### src/fnc_pkg.sv
// ----------------------------------------------------------------------------
// fnc_pkg: shared types and constants for the frequency to note converter
// Widths, fixed-point constants and the stage word that travels down the
// squaring chain.
// ----------------------------------------------------------------------------
package fnc_pkg;

    localparam int FREQ_W         = 24;
    localparam int FREQ_FRAC_BITS = 8;
    localparam int NOTE_FRAC_BITS = 16;
    localparam int LOG_FRAC_BITS  = 32;
    localparam int MANT_FRAC      = 30;
    localparam int MANT_W         = MANT_FRAC + 1;
    localparam int P_W            = 5;
    localparam int NUM_CELLS      = LOG_FRAC_BITS;
    localparam int D_W            = 44;
    localparam int NOTE_W         = 25;
    localparam int ROUND_W        = 9;
    localparam int PITCH_W        = 4;
    localparam int OCT_W          = 5;
    localparam int NOTE_SHIFT     = LOG_FRAC_BITS - NOTE_FRAC_BITS;
    localparam int PIPE_LATENCY   = NUM_CELLS + 5;

    localparam int DIV_12      = 12;
    localparam int RECIP_12    = 171;
    localparam int RECIP_SHIFT = 11;
    localparam int Q_W         = 5;
    localparam int REF_FREQ    = 440;
    localparam int MIDI_A4     = 69;

    typedef struct packed {
        logic                     invalid;
        logic [P_W-1:0]           p;
        logic [MANT_W-1:0]        m;
        logic [LOG_FRAC_BITS-1:0] frac;
    } stage_t;

    function automatic logic [63:0] log2_fixed_const(input logic [FREQ_W-1:0] x);
        logic [63:0] m;
        logic [63:0] frac;
        int          p;
        p    = 0;
        frac = 64'd0;
        for (int i = 0; i < FREQ_W; i++)
        begin
            if (x[i])
            begin
                p = i;
            end
        end
        m = 64'(x) << (MANT_FRAC - p);
        for (int i = 0; i < LOG_FRAC_BITS; i++)
        begin
            m    = (m * m) >> MANT_FRAC;
            frac = frac << 1;
            if (m >= (64'd2 << MANT_FRAC))
            begin
                frac = frac | 64'd1;
                m    = m >> 1;
            end
        end
        return (64'(p) << LOG_FRAC_BITS) + frac;
    endfunction

    localparam logic [63:0] LOG2_REF = log2_fixed_const(FREQ_W'(REF_FREQ));

    localparam longint D12_OFFSET_L =
        12 * (longint'(LOG2_REF) + (longint'(FREQ_FRAC_BITS) <<< LOG_FRAC_BITS))
        - (longint'(1) <<< (NOTE_SHIFT - 1));

    localparam logic signed [D_W-1:0]    D12_OFFSET = D_W'(D12_OFFSET_L);
    localparam logic signed [NOTE_W-1:0] NOTE_BIAS  =
        NOTE_W'(longint'(MIDI_A4) <<< NOTE_FRAC_BITS);
    localparam logic [NOTE_W:0]          NOTE_HALF  =
        (NOTE_W+1)'(longint'(1) <<< (NOTE_FRAC_BITS - 1));

endpackage

### src/fnc_back.sv
// ----------------------------------------------------------------------------
// fnc_back: note scaling, rounding, pitch class and octave
// Turns log2 of the frequency into the note number, rounds it and splits
// it into pitch class and octave over four registered steps.
// ----------------------------------------------------------------------------
module fnc_back
(
    input  logic                                clk,
    input  logic                                rst_n,
    input  logic                                in_valid,
    input  fnc_pkg::stage_t                     in_stage,
    output logic                                done,
    output logic signed [fnc_pkg::NOTE_W-1:0]   note_fixed,
    output logic signed [fnc_pkg::ROUND_W-1:0]  rounded_note,
    output logic [fnc_pkg::PITCH_W-1:0]         pitch_class,
    output logic signed [fnc_pkg::OCT_W-1:0]    octave_number,
    output logic                                invalid_freq
);

    logic [2:0]                           valid_reg;

    logic signed [fnc_pkg::D_W-1:0]       d12_reg;
    logic signed [fnc_pkg::D_W-1:0]       d12_next;
    logic                                 inv_a_reg;

    logic signed [fnc_pkg::NOTE_W-1:0]    note_b_reg;
    logic signed [fnc_pkg::NOTE_W-1:0]    note_b_next;
    logic                                 inv_b_reg;

    logic signed [fnc_pkg::NOTE_W-1:0]    note_c_reg;
    logic [fnc_pkg::ROUND_W-1:0]          rmag_c_reg;
    logic [fnc_pkg::ROUND_W-1:0]          rmag_c_next;
    logic                                 neg_c_reg;
    logic                                 inv_c_reg;

    logic signed [fnc_pkg::NOTE_W-1:0]    note_reg;
    logic signed [fnc_pkg::ROUND_W-1:0]   round_reg;
    logic [fnc_pkg::PITCH_W-1:0]          pitch_reg;
    logic signed [fnc_pkg::OCT_W-1:0]     oct_reg;
    logic                                 inv_reg;
    logic signed [fnc_pkg::ROUND_W-1:0]   round_next;
    logic [fnc_pkg::PITCH_W-1:0]          pitch_next;
    logic signed [fnc_pkg::OCT_W-1:0]     oct_next;

    logic signed [fnc_pkg::D_W-1:0]       lg;
    logic [fnc_pkg::NOTE_W-1:0]           mag;
    logic [fnc_pkg::NOTE_W:0]             mag_sum;
    logic [2*fnc_pkg::ROUND_W-1:0]        q_prod;
    logic [fnc_pkg::Q_W-1:0]              q;
    logic [fnc_pkg::ROUND_W-1:0]          rem;
    logic signed [fnc_pkg::OCT_W-1:0]     q_signed;

    // scale the log difference by twelve and fold in the offset and rounding half
    always_comb
    begin
        lg       = fnc_pkg::D_W'({in_stage.p, in_stage.frac});
        d12_next = (lg <<< 3) + (lg <<< 2) - fnc_pkg::D12_OFFSET;
    end

    always_comb
    begin
        note_b_next = fnc_pkg::NOTE_W'(d12_reg >>> fnc_pkg::NOTE_SHIFT) + fnc_pkg::NOTE_BIAS;
    end

    // round half away from zero on the magnitude
    always_comb
    begin
        mag         = note_b_reg[fnc_pkg::NOTE_W-1] ? fnc_pkg::NOTE_W'(-note_b_reg)
                                                    : fnc_pkg::NOTE_W'(note_b_reg);
        mag_sum     = (fnc_pkg::NOTE_W+1)'(mag) + fnc_pkg::NOTE_HALF;
        rmag_c_next = fnc_pkg::ROUND_W'(mag_sum >> fnc_pkg::NOTE_FRAC_BITS);
    end

    // divide by twelve through the reciprocal, truncating toward zero
    always_comb
    begin
        q_prod     = (2*fnc_pkg::ROUND_W)'(rmag_c_reg)
                   * (2*fnc_pkg::ROUND_W)'(fnc_pkg::RECIP_12);
        q          = fnc_pkg::Q_W'(q_prod >> fnc_pkg::RECIP_SHIFT);
        rem        = rmag_c_reg - fnc_pkg::ROUND_W'(q) * fnc_pkg::ROUND_W'(fnc_pkg::DIV_12);
        q_signed   = neg_c_reg ? -fnc_pkg::OCT_W'(q) : fnc_pkg::OCT_W'(q);
        round_next = neg_c_reg ? -fnc_pkg::ROUND_W'(rmag_c_reg) : fnc_pkg::ROUND_W'(rmag_c_reg);
        if (neg_c_reg && (rem != '0))
        begin
            pitch_next = fnc_pkg::PITCH_W'(fnc_pkg::DIV_12) - fnc_pkg::PITCH_W'(rem);
        end
        else
        begin
            pitch_next = fnc_pkg::PITCH_W'(rem);
        end
        oct_next = q_signed - fnc_pkg::OCT_W'(1);
    end

    always_ff @(posedge clk or negedge rst_n)
    begin
        if (!rst_n)
        begin
            valid_reg <= '0;
            done      <= 1'b0;
        end
        else
        begin
            valid_reg <= {valid_reg[1:0], in_valid};
            done      <= valid_reg[2];
        end
    end

    always_ff @(posedge clk)
    begin
        d12_reg    <= d12_next;
        inv_a_reg  <= in_stage.invalid;
        note_b_reg <= note_b_next;
        inv_b_reg  <= inv_a_reg;
        note_c_reg <= note_b_reg;
        rmag_c_reg <= rmag_c_next;
        neg_c_reg  <= note_b_reg[fnc_pkg::NOTE_W-1];
        inv_c_reg  <= inv_b_reg;
        inv_reg    <= inv_c_reg;
        if (inv_c_reg)
        begin
            note_reg  <= '0;
            round_reg <= '0;
            pitch_reg <= '0;
            oct_reg   <= '0;
        end
        else
        begin
            note_reg  <= note_c_reg;
            round_reg <= round_next;
            pitch_reg <= pitch_next;
            oct_reg   <= oct_next;
        end
    end

    assign note_fixed    = note_reg;
    assign rounded_note  = round_reg;
    assign pitch_class   = pitch_reg;
    assign octave_number = oct_reg;
    assign invalid_freq  = inv_reg;

    invalid_zeroes: assert property (@(posedge clk) disable iff (!rst_n)
        done && invalid_freq |-> note_fixed == '0 && rounded_note == '0
                                 && pitch_class == '0 && octave_number == '0)
        else $error("invalid beat carries nonzero fields");

    pitch_in_range: assert property (@(posedge clk) disable iff (!rst_n)
        done |-> pitch_class < fnc_pkg::PITCH_W'(fnc_pkg::DIV_12))
        else $error("pitch class out of range");

    octave_matches_sign: assert property (@(posedge clk) disable iff (!rst_n)
        done && !invalid_freq && rounded_note >= 0 |-> octave_number >= -1)
        else $error("octave below -1 for non-negative note");

endmodule

### config.mk
export PLATFORM = sky130hd
export DESIGN_NAME = fnc_back
export DESIGN_NICKNAME = d
export VERILOG_FILES = /design/src/fnc_pkg.sv /design/src/fnc_back.sv
export SDC_FILE = /design/constraint.sdc
export NUM_CORES = 1
export LEC_CHECK = 0
export BUFFER_PORTS_ARGS = -buffer_cell sky130_fd_sc_hd__buf_2
export CAP_MARGIN = 20
export CORE_ASPECT_RATIO = 1.2
export CORE_MARGIN = 3
export CORE_UTILIZATION = 46
export CTS_BUF_LIST = sky130_fd_sc_hd__clkbuf_2 sky130_fd_sc_hd__clkbuf_4 sky130_fd_sc_hd__clkbuf_8
export DETAILED_ROUTE_END_ITERATION = 7
export PLACE_DENSITY = 0.66
export RECOVER_POWER = 25
export SYNTH_ARGS = -nofsm -noshare
export SYNTH_HDL_FRONTEND = slang
export SYNTH_SLANG_ARGS = --single-unit
### constraint.sdc
create_clock -name clk -period 19.7 [get_ports clk]
set_clock_uncertainty 0.1 [all_clocks]
set_input_delay 2.955 -clock clk [delete_from_list [all_inputs] [get_ports clk]]
set_output_delay 2.955 -clock clk [all_outputs]
set_load 0.02 [all_outputs]
==> metrics.cfg <==
[outcome]
outcome=complete, no violations

[clocking]
clockBufferDepth=2
clockRootBuffer=clkbuf_8
post_cts_buffers=0
hold_buffers=0
cts_buffers=17
cts.sinks=134
cts_tree=done
clk_latency_ns=0.42
htree_num_levels=4
cts.repair.resized=0
clkSlewWorstSetupHoldPaths_ns=0.09

[detailed_routing]
drtPass1Iterations=4
wire_per_inst_um=12.1
drc=0
drt_iter0_drc=230
routed_wl_um=14200
avgViaCountPerCell=4.95
via_count=5821
postRouteAntennaNets=0

[run]
max-cap-violations=0

[die]
die_x_um=126
rows=52
die_h_um=150
start_util=0.472
coreArea_um2=16900
die-area_um2=19000
ios=117

[placed_design]
io_buffers=85
dp.cells=1144
place_ws_ns=12.08
gp_congestion=0.841
hpwl_um=11400

[synthesis]
synth-seq-area-share=0.339
synth_ff_type=dfxtp_1
synth_cells=856
yosysTopAreaCellShare=0.326
synthTopCellsByArea=dfxtp_1, ha_1, inv_1
yosys_warnings=0
synth_area_um2=7980
synthDistinctLibCells=70
syn_area_per_cell_um2=9.32
synth_largest_area_cell=dfxtp_1
ys_async_sr_fraction=0.0299
synth_nets=1079
synth-edff-count=0
synth-seq-cells=134

[timing]
fin_crit_ns=7.63
tns_ns=0
worstMarginPinSlew_ns=0.944
finalMaxSlewViolations=0
max_freq_mhz=131
hold_viol=0
setup_viol=0
fin_ws_ns=12.07
max_slew_margin=0.355
rsz0062_at_grt=no
fin_crit_sh=0.387

[grt]
top_usage_layer=met2
grt_max_degree=27
antenna_found_initial=0
grt_util_all_layers=0.157
grt_pass1_vias=5662
grt_pass1_wl_um=24500
grt_util_met3=0.0277
grt_util_met2=0.286
overflow=0
grtUsageMet1=0.183

[hold_path]
min_path_cells=0
hold_class=flop to flop

[worst_setup_path]
worst-setup-path-type=flop to flop
start_kind=flop
cp-end-kind=flop
critPathRequiredTime_ns=19.94
reg2reg_depth=25
cp_max_fo=11
arrival_ns=7.87

[finish]
area_growth_syn_to_layout_pct=13.2
final_core_util=0.534
fin_cells=1176
final_layout_size_suffix_gt1_frac=0.141
n_antenna_cell=0
finalNetCount=1170
final_common_cell=inv_1
layout_common_cells=inv_1, ha_1, dfxtp_1, buf_2, a21oi_1
n_fill_cell=1599

-- metal layers --
layer,routed length (µm),share of wire
met1,6430,0.45
met2,7100,0.50
met3,365,0.026
met4,286,0.020
met5,0,0
-- worst max-delay path, stage by stage (launching register included) --
cell and delay [ns]:
dfxtp_1 0.58, ha_1 0.34, fa_1 0.51, fa_1 0.54, inv_1 0.06, fa_1 0.54, inv_1 0.05, ha_1 0.31
a211o_1 0.30, a21oi_1 0.18, a31oi_1 0.17, xor2_1 0.66, xor2_1 0.20, ha_1 0.21, o21ai_0 0.12, nand2b_1 0.20
a311oi_1 0.28, a21oi_1 0.09, ha_1 0.37, a21oi_1 0.17, a31o_2 0.17, nand4_1 0.18, or4_1 0.58, o211ai_2 0.28
nor4_1 0.08, nor3_1 0.24
-- kinds of logic (layout without fill, tap and decap cells) --
kind of cell,count (synthesis),after routing,share of synthesized area
flip-flops,134,134,0.339
AO/OA/AOI/OAI,159,159,0.133
multiplexers,5,5,0.00643
AND/OR/NAND/NOR,183,183,0.121
buffers and inverters,156,260,0.0743
XOR/XNOR,66,66,0.0734
adder cells (fa/ha/maj),153,153,0.253
-- synth_stat cells, drive strengths merged, types with 10 or more instances --
master,number
inv,142
ha,136
dfxtp,130
a21oi,54
xnor2,51
nor2,48
nor2b,31
nand2,29
o21ai,25
a21o,16
nand3,16
fa,15
xor2,15
clkbuf,10
-- layout make-up --
type / instances / area (µm²) / area share
multi-input cells: 566 / 4690 / 0.519
well taps: 216 / 270 / 0.0299
clock buffers: 21 / 270 / 0.0299
clock inverters: 11 / 138 / 0.0152
inverters: 142 / 533 / 0.0590
repair buffers: 86 / 433 / 0.0479
flip-flops and latches: 134 / 2700 / 0.299
-- worst paths after layout --
check	startpoint	end	slack [ns]
worst max-delay path	rmag_c_reg[3]$_DFF_P_	pitch_class[2]$_SDFF_PP0_	12.07
worst min-delay path	d12_reg[17]$_DFF_P_	note_b_reg[1]$_DFF_P_	0.23
worst max register to register	rmag_c_reg[3]$_DFF_P_	pitch_class[2]$_SDFF_PP0_	12.07
worst min register to register	d12_reg[17]$_DFF_P_	note_b_reg[1]$_DFF_P_	0.23
max in group asynchronous	rst_n	done$_DFF_PN0_	17.18
min in group asynchronous	rst_n	valid_reg[1]$_DFF_PN0_	2.21
-- through the flow --
stage / hold slack (ns) / area [µm²]
2_1_floorplan: 0.210 / 7980
3_3_place_gp: 0.210 / 8620
3_5_place_dp: 0.212 / 8620
4_1_cts: 0.231 / 9030
5_1_grt: 0.234 / 9030
6_report: 0.227 / 9030
Power is not shown: default switching activity piles up to over one toggle a cycle in this logic, so the estimate is an artifact.
